**src/rtl/core/accumulator_machine_core_top_defines.svh**
```systemverilog
// Assertion macros shared by the accumulator machine core.
// Depends on a clock named clk and a synchronous reset named rst in scope.
`ifndef ACCUMULATOR_MACHINE_CORE_TOP_DEFINES_SVH
`define ACCUMULATOR_MACHINE_CORE_TOP_DEFINES_SVH

// Check cons in the same cycle as ante.
`define AMC_ASSERT_NOW(label, ante, cons) \
  label: assert property (@(posedge clk) disable iff (rst) (ante) |-> (cons)) \
    else $error("amc: same-cycle check failed");

// Check cons in the cycle after ante.
`define AMC_ASSERT_NEXT(label, ante, cons) \
  label: assert property (@(posedge clk) disable iff (rst) (ante) |=> (cons)) \
    else $error("amc: next-cycle check failed");

`endif

```
**src/rtl/core/amc_pkg.sv**
```systemverilog
// Package of the accumulator machine core: sizes, codes, control types.
// No dependencies; used by every module of the core.
`timescale 1ns / 1ps

package amc_pkg;

  localparam int MEM_WORDS = 100;
  localparam int WORD_BITS = 32;
  localparam int IO_BITS   = 32;
  localparam int ADDR_BITS = 7;
  localparam int MEM_AW    = (MEM_WORDS > 1) ? $clog2(MEM_WORDS) : 1;
  localparam int OP_BITS   = 6;
  localparam int CNT_BITS  = $clog2(WORD_BITS + 1);
  localparam logic signed [63:0] END_MARK = -64'sd99999;
  localparam int DEC_BASE  = 100;
  localparam logic [WORD_BITS-1:0] DEC_RECIP = 32'h51EB_851F;
  localparam int DEC_SHIFT = 37;

  localparam logic [1:0] CMD_LOAD  = 2'd0;
  localparam logic [1:0] CMD_START = 2'd1;
  localparam logic [1:0] CMD_STEP  = 2'd2;

  localparam logic [3:0] STAT_OK     = 4'd0;
  localparam logic [3:0] STAT_OUT    = 4'd1;
  localparam logic [3:0] STAT_HALT   = 4'd2;
  localparam logic [3:0] STAT_DIV0   = 4'd3;
  localparam logic [3:0] STAT_BADOP  = 4'd4;
  localparam logic [3:0] STAT_BADDBG = 4'd5;
  localparam logic [3:0] STAT_END    = 4'd6;
  localparam logic [3:0] STAT_OVF    = 4'd7;
  localparam logic [3:0] STAT_IDLE   = 4'd8;

  localparam logic [OP_BITS-1:0] OPC_READ   = 6'd10;
  localparam logic [OP_BITS-1:0] OPC_WRITE  = 6'd11;
  localparam logic [OP_BITS-1:0] OPC_LOAD   = 6'd20;
  localparam logic [OP_BITS-1:0] OPC_STORE  = 6'd21;
  localparam logic [OP_BITS-1:0] OPC_ADD    = 6'd30;
  localparam logic [OP_BITS-1:0] OPC_SUB    = 6'd31;
  localparam logic [OP_BITS-1:0] OPC_DIV    = 6'd32;
  localparam logic [OP_BITS-1:0] OPC_MUL    = 6'd33;
  localparam logic [OP_BITS-1:0] OPC_POW    = 6'd34;
  localparam logic [OP_BITS-1:0] OPC_BR     = 6'd40;
  localparam logic [OP_BITS-1:0] OPC_BRNEG  = 6'd41;
  localparam logic [OP_BITS-1:0] OPC_BRZERO = 6'd42;
  localparam logic [OP_BITS-1:0] OPC_HALT   = 6'd43;
  localparam logic [OP_BITS-1:0] OPC_DEBUG  = 6'd44;
  localparam logic [OP_BITS-1:0] OPC_SAT    = 6'd63;

  typedef enum logic [3:0] {
    S_IDLE, S_DISPATCH, S_CHECK, S_DECODE, S_OPREAD, S_EXEC, S_DIV, S_POW_R, S_POW_B, S_FIN
  } state_t;

  typedef enum logic [3:0] {
    ACC_HOLD, ACC_MEM, ACC_ADD, ACC_SUB, ACC_MUL, ACC_ONE, ACC_ZERO, ACC_DIVQ, ACC_POW
  } acc_op_t;

  typedef enum logic [1:0] {PC_HOLD, PC_ADDR, PC_INC, PC_OPD} pc_op_t;
  typedef enum logic [1:0] {RUN_HOLD, RUN_SET, RUN_CLR} run_op_t;
  typedef enum logic {DIV_DECODE, DIV_ARITH} div_src_t;
  typedef enum logic {RD_PC, RD_OPD} rd_sel_t;
  typedef enum logic {WD_WORD, WD_ACC} wr_data_t;
  typedef enum logic {WA_IN, WA_OPD} wr_addr_t;

  typedef struct packed {
    logic     latch_in;
    logic     set_status;
    logic [3:0] status_code;
    logic     rd_en;
    rd_sel_t  rd_sel;
    logic     mem_wr;
    wr_data_t wr_data;
    wr_addr_t wr_addr;
    acc_op_t  acc_op;
    pc_op_t   pc_op;
    run_op_t  run_op;
    logic     div_start;
    div_src_t div_src;
    logic     div_step;
    logic     dec_load;
    logic     outv_load;
    logic     pow_init;
    logic     pow_r_step;
    logic     pow_b_step;
    logic     out_load;
  } dp_ctl_t;

  typedef struct packed {
    logic [1:0]         cmd;
    logic               running;
    logic               pc_ok;
    logic               addr_ok;
    logic               iw_end;
    logic               iw_neg;
    logic               div_done;
    logic [OP_BITS-1:0] op;
    logic               acc_zero;
    logic               acc_one;
    logic               acc_neg;
    logic               m_zero;
    logic               dbg_bad;
    logic               exp_zero;
    logic               pow_neg;
    logic               p_zero;
  } dp_stat_t;

  function automatic logic [WORD_BITS-1:0] to_word(input logic [IO_BITS-1:0] v);
    logic signed [WORD_BITS+IO_BITS-1:0] t;
    t = signed'(v);
    return t[WORD_BITS-1:0];
  endfunction

  function automatic logic [IO_BITS-1:0] from_word(input logic [WORD_BITS-1:0] v);
    logic [WORD_BITS+IO_BITS-1:0] t;
    t = {{IO_BITS{1'b0}}, v};
    return t[IO_BITS-1:0];
  endfunction

endpackage

```
**src/rtl/core/amc_controller.sv**
```systemverilog
// Controller of the accumulator machine core: sequences each word through
// the datapath and runs both handshakes. Depends on amc_pkg and the defines.
`timescale 1ns / 1ps
`include "accumulator_machine_core_top_defines.svh"

module amc_controller import amc_pkg::*; (
  input  logic     clk,
  input  logic     rst,
  input  logic     in_valid,
  output logic     in_ready,
  output logic     out_valid,
  input  logic     out_ready,
  input  dp_stat_t stat,
  output dp_ctl_t  ctl
);

  state_t state;
  state_t state_next;

  always_ff @(posedge clk) begin
    if (rst) begin
      state     <= S_IDLE;
      out_valid <= 1'b0;
    end else begin
      state <= state_next;
      if (ctl.out_load) begin
        out_valid <= 1'b1;
      end else if (out_ready) begin
        out_valid <= 1'b0;
      end
    end
  end

  always_comb begin
    state_next = state;
    in_ready   = 1'b0;
    ctl        = '0;
    case (state)
      S_IDLE: begin
        in_ready = 1'b1;
        if (in_valid) begin
          ctl.latch_in = 1'b1;
          state_next   = S_DISPATCH;
        end
      end
      S_DISPATCH: begin
        state_next = S_FIN;
        case (stat.cmd)
          CMD_LOAD: begin
            ctl.mem_wr  = 1'b1;
            ctl.wr_data = WD_WORD;
            ctl.wr_addr = WA_IN;
          end
          CMD_START: begin
            if (stat.addr_ok) begin
              ctl.pc_op  = PC_ADDR;
              ctl.run_op = RUN_SET;
            end else begin
              ctl.run_op      = RUN_CLR;
              ctl.set_status  = 1'b1;
              ctl.status_code = STAT_OVF;
            end
          end
          CMD_STEP: begin
            if (!stat.running) begin
              ctl.set_status  = 1'b1;
              ctl.status_code = STAT_IDLE;
            end else if (!stat.pc_ok) begin
              ctl.run_op      = RUN_CLR;
              ctl.set_status  = 1'b1;
              ctl.status_code = STAT_OVF;
            end else begin
              ctl.rd_en  = 1'b1;
              ctl.rd_sel = RD_PC;
              state_next = S_CHECK;
            end
          end
          default: state_next = S_FIN;
        endcase
      end
      S_CHECK: begin
        if (stat.iw_end) begin
          ctl.run_op      = RUN_CLR;
          ctl.set_status  = 1'b1;
          ctl.status_code = STAT_END;
          state_next      = S_FIN;
        end else if (stat.iw_neg) begin
          ctl.pc_op       = PC_INC;
          ctl.set_status  = 1'b1;
          ctl.status_code = STAT_BADOP;
          state_next      = S_FIN;
        end else begin
          ctl.div_start = 1'b1;
          ctl.div_src   = DIV_DECODE;
          state_next    = S_DECODE;
        end
      end
      S_DECODE: begin
        if (stat.div_done) begin
          ctl.dec_load = 1'b1;
          state_next   = S_OPREAD;
        end else begin
          ctl.div_step = 1'b1;
        end
      end
      S_OPREAD: begin
        ctl.rd_en  = 1'b1;
        ctl.rd_sel = RD_OPD;
        state_next = S_EXEC;
      end
      S_EXEC: begin
        state_next = S_FIN;
        ctl.pc_op  = PC_INC;
        case (stat.op)
          OPC_READ: begin
            ctl.mem_wr  = 1'b1;
            ctl.wr_data = WD_WORD;
            ctl.wr_addr = WA_OPD;
          end
          OPC_WRITE: begin
            ctl.outv_load   = 1'b1;
            ctl.set_status  = 1'b1;
            ctl.status_code = STAT_OUT;
          end
          OPC_LOAD:  ctl.acc_op = ACC_MEM;
          OPC_STORE: begin
            ctl.mem_wr  = 1'b1;
            ctl.wr_data = WD_ACC;
            ctl.wr_addr = WA_OPD;
          end
          OPC_ADD: ctl.acc_op = ACC_ADD;
          OPC_SUB: ctl.acc_op = ACC_SUB;
          OPC_MUL: ctl.acc_op = ACC_MUL;
          OPC_DIV: begin
            if (stat.acc_zero) begin
              ctl.run_op      = RUN_CLR;
              ctl.set_status  = 1'b1;
              ctl.status_code = STAT_DIV0;
            end else begin
              ctl.div_start = 1'b1;
              ctl.div_src   = DIV_ARITH;
              state_next    = S_DIV;
            end
          end
          OPC_POW: begin
            if (stat.acc_one) begin
              ctl.acc_op = ACC_HOLD;
            end else if (stat.m_zero) begin
              ctl.acc_op = ACC_ONE;
            end else begin
              ctl.pow_init = 1'b1;
              state_next   = S_POW_R;
            end
          end
          OPC_BR: ctl.pc_op = PC_OPD;
          OPC_BRNEG: begin
            if (stat.acc_neg) begin
              ctl.pc_op = PC_OPD;
            end
          end
          OPC_BRZERO: begin
            if (stat.acc_zero) begin
              ctl.pc_op = PC_OPD;
            end
          end
          OPC_HALT: begin
            ctl.acc_op      = ACC_ZERO;
            ctl.run_op      = RUN_CLR;
            ctl.set_status  = 1'b1;
            ctl.status_code = STAT_HALT;
          end
          OPC_DEBUG: begin
            if (stat.dbg_bad) begin
              ctl.set_status  = 1'b1;
              ctl.status_code = STAT_BADDBG;
            end
          end
          default: begin
            ctl.set_status  = 1'b1;
            ctl.status_code = STAT_BADOP;
          end
        endcase
      end
      S_DIV: begin
        if (stat.div_done) begin
          ctl.acc_op = ACC_DIVQ;
          state_next = S_FIN;
        end else begin
          ctl.div_step = 1'b1;
        end
      end
      S_POW_R: begin
        if (stat.exp_zero) begin
          state_next = S_FIN;
          if (stat.pow_neg && stat.p_zero) begin
            ctl.run_op      = RUN_CLR;
            ctl.set_status  = 1'b1;
            ctl.status_code = STAT_DIV0;
          end else begin
            ctl.acc_op = ACC_POW;
          end
        end else begin
          ctl.pow_r_step = 1'b1;
          state_next     = S_POW_B;
        end
      end
      S_POW_B: begin
        ctl.pow_b_step = 1'b1;
        state_next     = S_POW_R;
      end
      S_FIN: begin
        if (!out_valid || out_ready) begin
          ctl.out_load = 1'b1;
          state_next   = S_IDLE;
        end
      end
      default: state_next = S_IDLE;
    endcase
  end

  `AMC_ASSERT_NEXT(a_accept_dispatch, in_valid && in_ready, state == S_DISPATCH)
  `AMC_ASSERT_NEXT(a_decode_to_opread, state == S_DECODE && stat.div_done, state == S_OPREAD)
  `AMC_ASSERT_NEXT(a_fin_delivers, state == S_FIN && !out_valid, out_valid && state == S_IDLE)
  `AMC_ASSERT_NOW(a_no_rd_wr_clash, ctl.mem_wr, !ctl.rd_en)

endmodule

```
**config.mk**
```make
export PLATFORM = sky130hd
export DESIGN_NAME = amc_controller
export DESIGN_NICKNAME = d
export VERILOG_FILES = /design/src/rtl/core/amc_pkg.sv /design/src/rtl/core/amc_controller.sv
export VERILOG_INCLUDE_DIRS = /design/src /design/src/rtl/core
export SDC_FILE = /design/constraint.sdc
export NUM_CORES = 1
export LEC_CHECK = 0
export ABC_CLOCK_PERIOD_IN_PS = 3100
export BUFFER_PORTS_ARGS = -buffer_cell sky130_fd_sc_hd__buf_2
export CORE_AREA = 2 2 55 57
export DETAILED_ROUTE_END_ITERATION = 10
export DIE_AREA = 0 0 57 59
export PLACE_DENSITY = 0.72
export SLEW_MARGIN = 30
export SYNTH_ARGS = -nofsm -noshare
export SYNTH_HDL_FRONTEND = slang
export SYNTH_SLANG_ARGS = --single-unit
```
**constraint.sdc**
```tcl
create_clock -name clk -period 3.1 [get_ports clk]
set_clock_uncertainty 0.2 [all_clocks]
set_input_delay 0.62 -clock clk [delete_from_list [all_inputs] [get_ports clk]]
set_output_delay 0.62 -clock clk [all_outputs]
set_load 0.01 [all_outputs]
```
==> reports/qor.txt, run 1 <==
Reg2Reg Depth -> 4
Hold Path Class -> flip-flop to flip-flop
Die Span Y -> 59 um
vias in the first global route -> 1121
Post-CTS Setup Bufs -> 0
first-pass GRT wire length -> 4981 um
Post-Syn Nets -> 182
CTS Buffer Depth -> 2
period utilization -> 93.15%
simple-gate portion of the synthesized area -> 49.33%
# IOs -> 56
Synth Area in Adders -> 3.356%
synthesized area -> 0.001119 mm2
# diodes -> 0
sequential cell area fraction in the yosys report -> 8.949%
vias per cell -> 5.746
RSZ-0062 raised after global routing -> no
Max IR drop VDD -> 169.0 uV
GPL Wtd Cong -> 0.9101
Ys Warns -> 0
Fmax -> 0.3463 GHz
die width -> 57 um
P&R area growth vs syn -> 23.94%
die area -> 0.003363 mm2
asr flop ratio synth -> 0%
reg-to-reg slack, setup -> 1.12 ns
main flop type after synthesis -> dfxtp_1
Detail Route Antenna Nets -> 0
TritonCTS Buffers -> 3
worst skew pair latency -> 0.25 ns
Remaining DRCs -> 0
share of cells above drive strength 1 -> 36.82%
Root Buffer -> clkbuf_4
maxcap violations -> 0
multiplexer share of the synthesized area -> 0.8949%
Clock Sinks -> 5
PortBufs -> 55
Compound-Gate Fraction of Synth Area -> 26.85%
fin crit period -> 2.888 ns
Hold Slack -> 0.3199 ns
Nets -> 231
final hold violations -> 0
worst rel slew slack -> 60.77%
critical register-to-register path startpoint -> state[2]
main combinational cell family by area after synthesis -> simple AND/OR/NAND/NOR gates
Post-Synth XOR/XNOR Area -> 0.7830%
post-synth cell types -> 54
Power Dens Cells -> 283.0 mW/mm2
post-synthesis register bit count -> 5
row cnt -> 19
Post-synth EDFFs -> 0
Hold Crit Endpoint -> out_valid
Startpoint Class -> flip-flop
hpwl dp -> 2430 um
global route overflow -> 0
drt pass-1 iters -> 4
Critical Path, Cell by Cell -> nor4b_4 -> and4_1 -> nor3_1 -> o211ai_1 -> buf_2
hold depth -> 2
worst path required time -> 2.28 ns
leakage -> 0.6727 nW
Initial Util -> 41.27%
antenna violations before repair -> 0
Critical Path Slowest Stage Cell -> dfxtp_1
gr usage total -> 18.52%
# resized after CTS -> 0
mean post-synth cell area -> 7.311 um2
Tightest Pin Transition -> 0.5876 ns
Hold Crit Start -> out_valid
status -> completed
via count -> 1333
core footprint -> 0.002710 mm2
Sum Neg Setup Slack -> 0 ns
TritonCTS clock tree -> done
H-tree depth -> 1
Crit Reg-Reg Endpoint -> state[2]
Worst Setup End Kind -> output pin
largest net degree at the start of global routing -> 16
power consumption -> 0.3923 mW
total wire length -> 3120 um
Mapped Cells -> 153
final setup vio count -> 0
Max Slew Vio Count -> 0
critical setup path kind -> flip-flop to output pin
Initial DRC Count -> 24
# hold bufs at CTS -> 0
Worst Path Arrival -> 2.07 ns
crit-path max FO -> 15
CTS clock-pin slew for the worst setup and hold paths -> 0.04 ns
post-DR wirelength/cell -> 13.45 um
slowest stage delay, CP -> 0.65 ns
[kinds of logic (layout without fill, tap and decap cells)]
| group | count (synthesis) | count (layout) |
|---|---|---|
| flops | 5 | 5 |
| mux | 1 | 1 |
| simple gates | 80 | 80 |
| compound gates | 42 | 42 |
| xor+xnor | 1 | 1 |
| fa+ha+maj | 3 | 3 |
| buf+inv | 21 | 69 |
[how the worst max path moves through the flow]
| stage | from | endpoint | slack (ns) |
|---|---|---|---|
| after global placement | stat[20] | ctl[10] | 0.30 |
| final | state[0] | ctl[23] | 0.21 |
| after global routing | state[0] | ctl[23] | 0.04 |
| after CTS | state[0] | ctl[23] | 0.20 |
| after detailed placement | stat[20] | ctl[23] | 0.26 |
| after floorplan | stat[10] | ctl[19] | 0.59 |
[metrics by stage]
step	setup WS (ns)	utilization, %	instances	area [um2]
finish	0.2122	51.15	232	1386
global route	0.04418	51.15	232	1386
CTS	0.2030	51.15	232	1386
detailed placement	0.2565	50.18	228	1360
global placement	0.2976	50.18	228	1360
floorplan	0.5931	-	153	1119
[sequential cells by signal (all words and copies together) (netlist names)]
register,count
out_valid,1
state,4
[area by class of cell]
| type | count | area (um2) |
|---|---|---|
| Sequential cell | 5 | 100.1 |
| Multi-Input combinational cell | 127 | 908.4 |
| Inverter | 10 | 37.54 |
| Fill cell | 290 | 1324 |
| Tap cell | 31 | 38.79 |
| Timing Repair Buffer | 55 | 275.3 |
| Clock buffer | 4 | 26.28 |
[layout by cell type (no fill, tap or decap), types with 2 or more instances in the layout]
cell and instances:
nor4_1 2, o22ai_1 2, a41o_1 2, nor2b_1 4
and3_1 3, a211oi_1 2, nor4b_2 4, and4_1 2
nand4_1 3, and4b_1 2, nor4_2 2, clkbuf_4 3
ha_1 3, a41oi_1 2, buf_2 55, nor3b_1 2
nor2_1 12, a21oi_1 8, inv_1 10, nand2_1 9
nand3b_1 2, o211ai_1 2, or2_2 2, or3_1 2
nor3_1 9, a21o_1 2, o21ai_0 7, nand2b_1 5
nand3_1 6, a31oi_1 3, dfxtp_1 5, o21a_1 2
[layer usage]
layer  up-vias  global-route usage [%]  wire length, um
met4         0                   5.980               49
met2        47                   29.06             1355
met5         -                       0                0
met1       603                   26.10             1505
met3         5                   2.838              209
li1        678                       -                -
[critical path, delay by kind of cell (launching register included)]
family                 cells  cell delay [ns]
AO/OA/AOI/OAI              1             0.12
buffers and inverters      1             0.16
flip-flops                 1             0.65
AND/OR/NAND/NOR            3             0.89
[synth_stat cells (all sizes together) (4+ instances only)]
library cell	n	area [um2]
dfxtp	5	100.1
nor4	4	37.53
nor3	9	45.04
o21ai	7	35.03
nor4b	5	83.83
nand2	10	40.04
nor2b	4	25.02
a21oi	8	40.04
nand2b	5	31.28
nor2	12	45.04
buf	11	72.56
inv	10	37.54
nand3	6	30.03
[power breakdown]
group          switching (mW)  leakage (nW)  internal (mW)  total, mW
registers              0.0336        0.0409         0.0733      0.107
clock network          0.0288        0.0150         0.0488     0.0775
logic                   0.112         0.617         0.0962      0.208
Power figures use the tool's default switching activity.
==> run 2: changes to the inputs <==
CORE_AREA = 2 2 51 53   (was 2 2 55 57)
DIE_AREA = 0 0 53 55   (was 0 0 57 59)
PLACE_DENSITY = 0.83   (was 0.72)
RECOVER_POWER = 25   (was unset)
==> reports/qor.txt, run 2 (synthesis results as in run 1) <==
via count -> 1360 (+2.0%)
Worst Setup End Kind -> output pin
Detail Route Antenna Nets -> 0 (unchanged)
clock power share -> 19.9% (about the same)
RSZ-0062 raised after global routing -> no
post-DR wirelength/cell -> 13.28 um (-1.2%)
Initial Util -> 47.30% (+6.0 points)
worst skew pair latency -> 0.25 ns (about the same)
final setup vio count -> 0 (unchanged)
# diodes -> 0 (unchanged)
die width -> 53 um (-7.0%)
gr usage total -> 23.20% (+4.7 points)
Startpoint Class -> flip-flop
Most flops, register -> state
power consumption -> 0.3878 mW (-1.1%)
Remaining DRCs -> 0 (unchanged)
CTS clock-pin slew for the worst setup and hold paths -> 0.04 ns (about the same)
maxcap violations -> 0 (unchanged)
Clock Sinks -> 5 (unchanged)
max reg flops -> 4 (unchanged)
commonest non-fill, non-tap cell in the layout -> buf_2
critical setup path kind -> flip-flop to output pin
Post-CTS Setup Bufs -> 0 (unchanged)
Hold Path Class -> flip-flop to flip-flop
TritonCTS clock tree -> done
total wire length -> 3082 um (-1.2%)
fin crit period -> 2.834 ns (-0.05380 ns)
biggest regs -> state: 4 flops, out_valid: 1 flops
combinational share of power -> 54.0% (+1.0 points)
crit-path max FO -> 14 (-1)
first-pass GRT wire length -> 5133 um (+3.1%)
Tightest Pin Transition -> 0.5801 ns (-0.007523 ns)
CTS Buffer Depth -> 2 (unchanged)
Initial DRC Count -> 38 (+58%)
internal power -> 0.2166 mW (-0.79%)
GPL Wtd Cong -> 0.8728 (-4.1%)
share of cells above drive strength 1 -> 34.65% (-2.2 points)
PortBufs -> 55 (unchanged)
Switching Fraction -> 44.14% (-0.20 points)
P&R area growth vs syn -> 22.93%
period utilization -> 91.42% (-1.7 points)
status -> completed
worst path required time -> 2.28 ns (about the same)
Power Dens Cells -> 282.1 mW/mm2 (-0.33%)
drt pass-1 iters -> 4 (unchanged)
Max IR drop VDD -> 227.6 uV (+35%)
fill cell count -> 245 (-16%)
Root Buffer -> clkbuf_4
# resized after CTS -> 0 (unchanged)
Max Slew Vio Count -> 0 (unchanged)
# IOs -> 56 (unchanged)
hpwl dp -> 2461 um (+1.3%)
row cnt -> 18 (-1)
vias per cell -> 5.862 (+2.0%)
Nets -> 232 (+0.43%)
Sum Neg Setup Slack -> 0 ns (unchanged)
largest net degree at the start of global routing -> 16 (unchanged)
antenna violations before repair -> 0 (unchanged)
TritonCTS Buffers -> 3 (unchanged)
core footprint -> 0.002365 mm2 (-13%)
commonest non-fill, non-tap cells in the layout -> buf_2, nor2_1, inv_1
Die Span Y -> 55 um (-6.8%)
vias in the first global route -> 1173 (+4.6%)
global route overflow -> 0 (unchanged)
die area -> 0.002915 mm2 (-13%)
H-tree depth -> 1 (unchanged)
# hold bufs at CTS -> 0 (unchanged)
net switching power of the design -> 0.1712 mW (-1.6%)
reg-to-reg slack, setup -> 1.03 ns (-0.09 ns)
worst rel slew slack -> 61.27% (+0.50 points)
final hold violations -> 0 (unchanged)
Worst Path Arrival -> 2.01 ns (-0.06 ns)
Fmax -> 0.3529 GHz (+1.9%)
sequential share of power -> 26.1% (-1.2 points)
leakage -> 0.6660 nW (-0.99%)
[run 2: changes by cell type in the layout (fill, tap and decap cells not counted), sizes merged]
| cell | change |
|---|---|
| buf | -2 |
| clkbuf | +3 |
[run 2: through the flow]
stage	instance area (um2)	utilization [%]	std cells	hold slack [ns]	setup WS, ns
5_1_grt	1375	58.15	232	0.3734	0.03421
3_3_place_gp	1366	57.78	228	0.3083	0.3276
3_5_place_dp	1366	57.78	228	0.3213	0.2974
2_1_floorplan	1119	-	153	0.3223	0.5931
4_1_cts	1393	58.89	232	0.3270	0.2627
6_report	1375	58.15	232	0.3311	0.2660
[run 2: final timing paths]
| path | startpoint | to | depth (start not counted) |
|---|---|---|---|
| worst min-delay path | out_valid | out_valid | 2 |
| worst max-delay path | state[3] | ctl[10] | 5 |
| worst min register to register | out_valid | out_valid | 2 |
| worst max register to register | state[2] | state[3] | 4 |
[run 2: cell type report]
cell class | count | area (um2) | area share (%)
timing repair buffer | 56 | 276.5 | 20.11
tap | 30 | 37.54 | 2.730
sequential | 5 | 100.1 | 7.279
clock buffer | 4 | 26.28 | 1.911
inverter | 10 | 37.54 | 2.730
multi-input combinational | 127 | 897.1 | 65.24
[run 2: metal layers]
metal	vias up	GRT usage, %	wire, um
met5	-	0	0
met4	0	3.846	6
met3	2	4.839	247
met2	61	40.83	1445
met1	613	29.68	1383
li1	684	-	-
[run 2: worst max-delay path, stage by stage, from the launching register on]
cell and delay, ns:
dfxtp_1 0.63, nand2b_1 0.32, nor4_1 0.12, nor3_1 0.37, o211ai_1 0.15, buf_2 0.17
[run 2: power groups by stage]
stage / registers, mW / clock network [mW] / logic [mW]
final: 0.101 / 0.0770 / 0.209
after global routing: 0.105 / 0.0825 / 0.235
after CTS: 0.101 / 0.0790 / 0.217
after detailed placement: 0.102 / 0 / 0.217
after global placement: 0.102 / 0 / 0.214
after floorplan: 0.0840 / 0 / 0.174
==> run 3: changes to the inputs <==
ABC_AREA = 1   (was unset)
CORE_AREA = 2 2 50 52   (was 2 2 51 53)
DIE_AREA = 0 0 52 54   (was 0 0 53 55)
==> reports/qor.txt, run 3 <==
status -> completed
Max IR drop VDD -> 273.5 uV (+20%)
Synth area leader -> nand2_1
Crit Reg-Reg Endpoint -> state[1]
hpwl dp -> 2438 um (-0.93%)
reg-to-reg slack, setup -> 1.46 ns (+0.43 ns)
Root Buffer -> clkbuf_4
Hold Crit Endpoint -> out_valid
largest net degree at the start of global routing -> 11 (-5)
Post-Syn Nets -> 234 (+29%)
Tightest Pin Transition -> 0.3262 ns (-0.2539 ns)
Worst Path Arrival -> 1.75 ns (-0.26 ns)
mean post-synth cell area -> 5.133 um2 (-30%)
Worst Setup End Kind -> output pin
gr usage total -> 20.08% (-3.1 points)
Most flops, register -> state
leakage -> 0.9067 nW (+36%)
Post-CTS Setup Bufs -> 0 (unchanged)
via count -> 1496 (+10%)
commonest non-fill, non-tap cell in the layout -> nand2_1
# resized after CTS -> 0 (unchanged)
biggest regs -> state: 4 flops, out_valid: 1 flops
core footprint -> 0.002320 mm2 (-1.9%)
post-synth cell types -> 27 (-50%)
power consumption -> 0.3712 mW (-4.3%)
Remaining DRCs -> 0 (unchanged)
CTS clock-pin slew for the worst setup and hold paths -> 0.05 ns (about the same)
die width -> 52 um (-1.9%)
critical register-to-register path startpoint -> state[3]
post-DR wirelength/cell -> 9.673 um (-27%)
# diodes -> 0 (unchanged)
synth top area cells -> nand2_1, nor2_1, inv_1
worst path required time -> 2.28 ns (about the same)
vias per cell -> 5.088 (-13%)
fill cell count -> 259 (+5.7%)
Detail Route Antenna Nets -> 0 (unchanged)
share of cells above drive strength 1 -> 27.65% (-7.0 points)
# hold bufs at CTS -> 0 (unchanged)
antenna violations before repair -> 0 (unchanged)
count leader, synth -> nand2_1
Reg2Reg Depth -> 9 (+5)
post-synthesis register bit count -> 5 (unchanged)
asr flop ratio synth -> 0% (unchanged)
worst rel slew slack -> 78.20% (+17 points)
Hold Crit Start -> out_valid
PortBufs -> 55 (unchanged)
Die Span Y -> 54 um (-1.8%)
first-pass GRT wire length -> 4374 um (-15%)
top cell type's share of synthesized area -> 19.98% (+11 points)
Placed Cells -> 290 (+27%)
sequential cell area fraction in the yosys report -> 9.512% (+0.56 points)
worst skew pair latency -> 0.25 ns (about the same)
final non-filler cell total -> 294 (+27%)
crit-path max FO -> 5 (-9)
Initial DRC Count -> 47 (+24%)
Clock Sinks -> 5 (unchanged)
vias in the first global route -> 1134 (-3.3%)
P&R area growth vs syn -> 30.56%
global route overflow -> 0 (unchanged)
GPL Wtd Cong -> 0.9580 (+9.8%)
drt pass-1 iters -> 4 (unchanged)
Post-synth top cells -> nand2_1, nor2_1, inv_1
CTS Buffer Depth -> 2 (unchanged)
Sum Neg Setup Slack -> 0 ns (unchanged)
final core occ -> 59.22% (+1.1 points)
Initial Util -> 45.36% (-1.9 points)
hold depth -> 4 (+2)
Ys Warns -> 0 (unchanged)
die area -> 0.002808 mm2 (-3.7%)
H-tree depth -> 1 (unchanged)
maxcap violations -> 0 (unchanged)
period utilization -> 82.87% (-8.5 points)
Final Cell Area -> 0.001374 mm2 (about the same)
Post-synth EDFFs -> 0 (unchanged)
commonest non-fill, non-tap cells in the layout -> nand2_1, buf_2, nor2_1
final setup vio count -> 0 (unchanged)
TritonCTS clock tree -> done
# IOs -> 56 (unchanged)
total wire length -> 2844 um (-7.7%)
Nets -> 294 (+27%)
RSZ-0062 raised after global routing -> no
Startpoint Class -> input pin
post-placement cell area -> 0.001365 mm2 (about the same)
critical setup path kind -> input pin to output pin
final hold violations -> 0 (unchanged)
TritonCTS Buffers -> 3 (unchanged)
Fmax -> 0.3893 GHz (+10%)
Hold Path Class -> flip-flop to flip-flop
Mapped Cells -> 205 (+34%)
Power Dens Cells -> 270.2 mW/mm2 (-4.2%)
main flop type after synthesis -> dfxtp_1
fin crit period -> 2.569 ns (-0.2650 ns)
max reg flops -> 4 (unchanged)
Max Slew Vio Count -> 0 (unchanged)
synthesized area -> 0.001052 mm2 (-5.9%)
row cnt -> 18 (unchanged)
run 3: cell types whose count changed after synthesis, moves of 5 or more:
cell	before	now
inv_2	0	6
buf_2	7	0
nand2b_1	5	0
inv_1	10	31
nand3_1	6	20
nor2_2	0	6
nand2_1	9	56
nor2_1	12	36
run 3: area by class of cell:
| class | instances | area, um2 | area share, % |
|---|---|---|---|
| Clock buffer | 4 | 26.28 | 1.913 |
| Tap cell | 30 | 37.54 | 2.732 |
| Sequential cell | 5 | 100.1 | 7.286 |
| Inverter | 38 | 145.1 | 10.56 |
| Multi-Input combinational cell | 162 | 790.8 | 57.56 |
| Timing Repair Buffer | 55 | 274.0 | 19.95 |
run 3: power breakdown:
part / leakage [nW] / internal, mW / switching [mW]
clock network: 0.0150 / 0.0488 / 0.0295
logic: 0.851 / 0.0771 / 0.132
registers: 0.0408 / 0.0730 / 0.0104
run 3: worst max path at each step:
stage              end     start  slack (ns)  cells past startpoint
2_1_floorplan  ctl[10]  stat[21]        0.86                      8
3_3_place_gp   ctl[23]  stat[21]        0.57                     10
3_5_place_dp   ctl[10]  stat[21]        0.56                     10
4_1_cts        ctl[10]  stat[21]        0.57                     10
5_1_grt        ctl[26]  stat[11]        0.38                     11
6_report       ctl[26]  stat[11]        0.53                     11
run 3: through the flow:
stage | hold WS, ns | worst slack, ns
4_1_cts | 0.3864 | 0.5668
5_1_grt | 0.4138 | 0.3753
2_1_floorplan | 0.3917 | 0.8557
6_report | 0.3824 | 0.5310
3_3_place_gp | 0.3786 | 0.5736
3_5_place_dp | 0.3776 | 0.5649
run 3: metal layers:
layer | track usage (%) | routed length [um] | vias up
li1 | - | - | 773
met1 | 24.67 | 1255 | 653
met2 | 36.50 | 1351 | 64
met3 | 3.611 | 216 | 6
met4 | 3.947 | 21 | 0
met5 | 0 | 0 | -
run 3: cell families after synthesis:
logic type,Yosys count,share of synthesized area (%)
adder cells (fa/ha/maj),3,3.568
buffers and inverters,38,13.79
AO/OA/AOI/OAI,23,13.20
AND/OR/NAND/NOR,136,59.93
flip-flops,5,9.513
run 3: worst max-delay path: stages:
cell	delay, ns
buf_2	0.12
nor2_1	0.27
nand2_1	0.09
nor2_1	0.17
nand2_1	0.07
nand3_1	0.09
nor2_1	0.05
nand2_1	0.05
nand2_1	0.04
nand2_1	0.05
buf_2	0.12
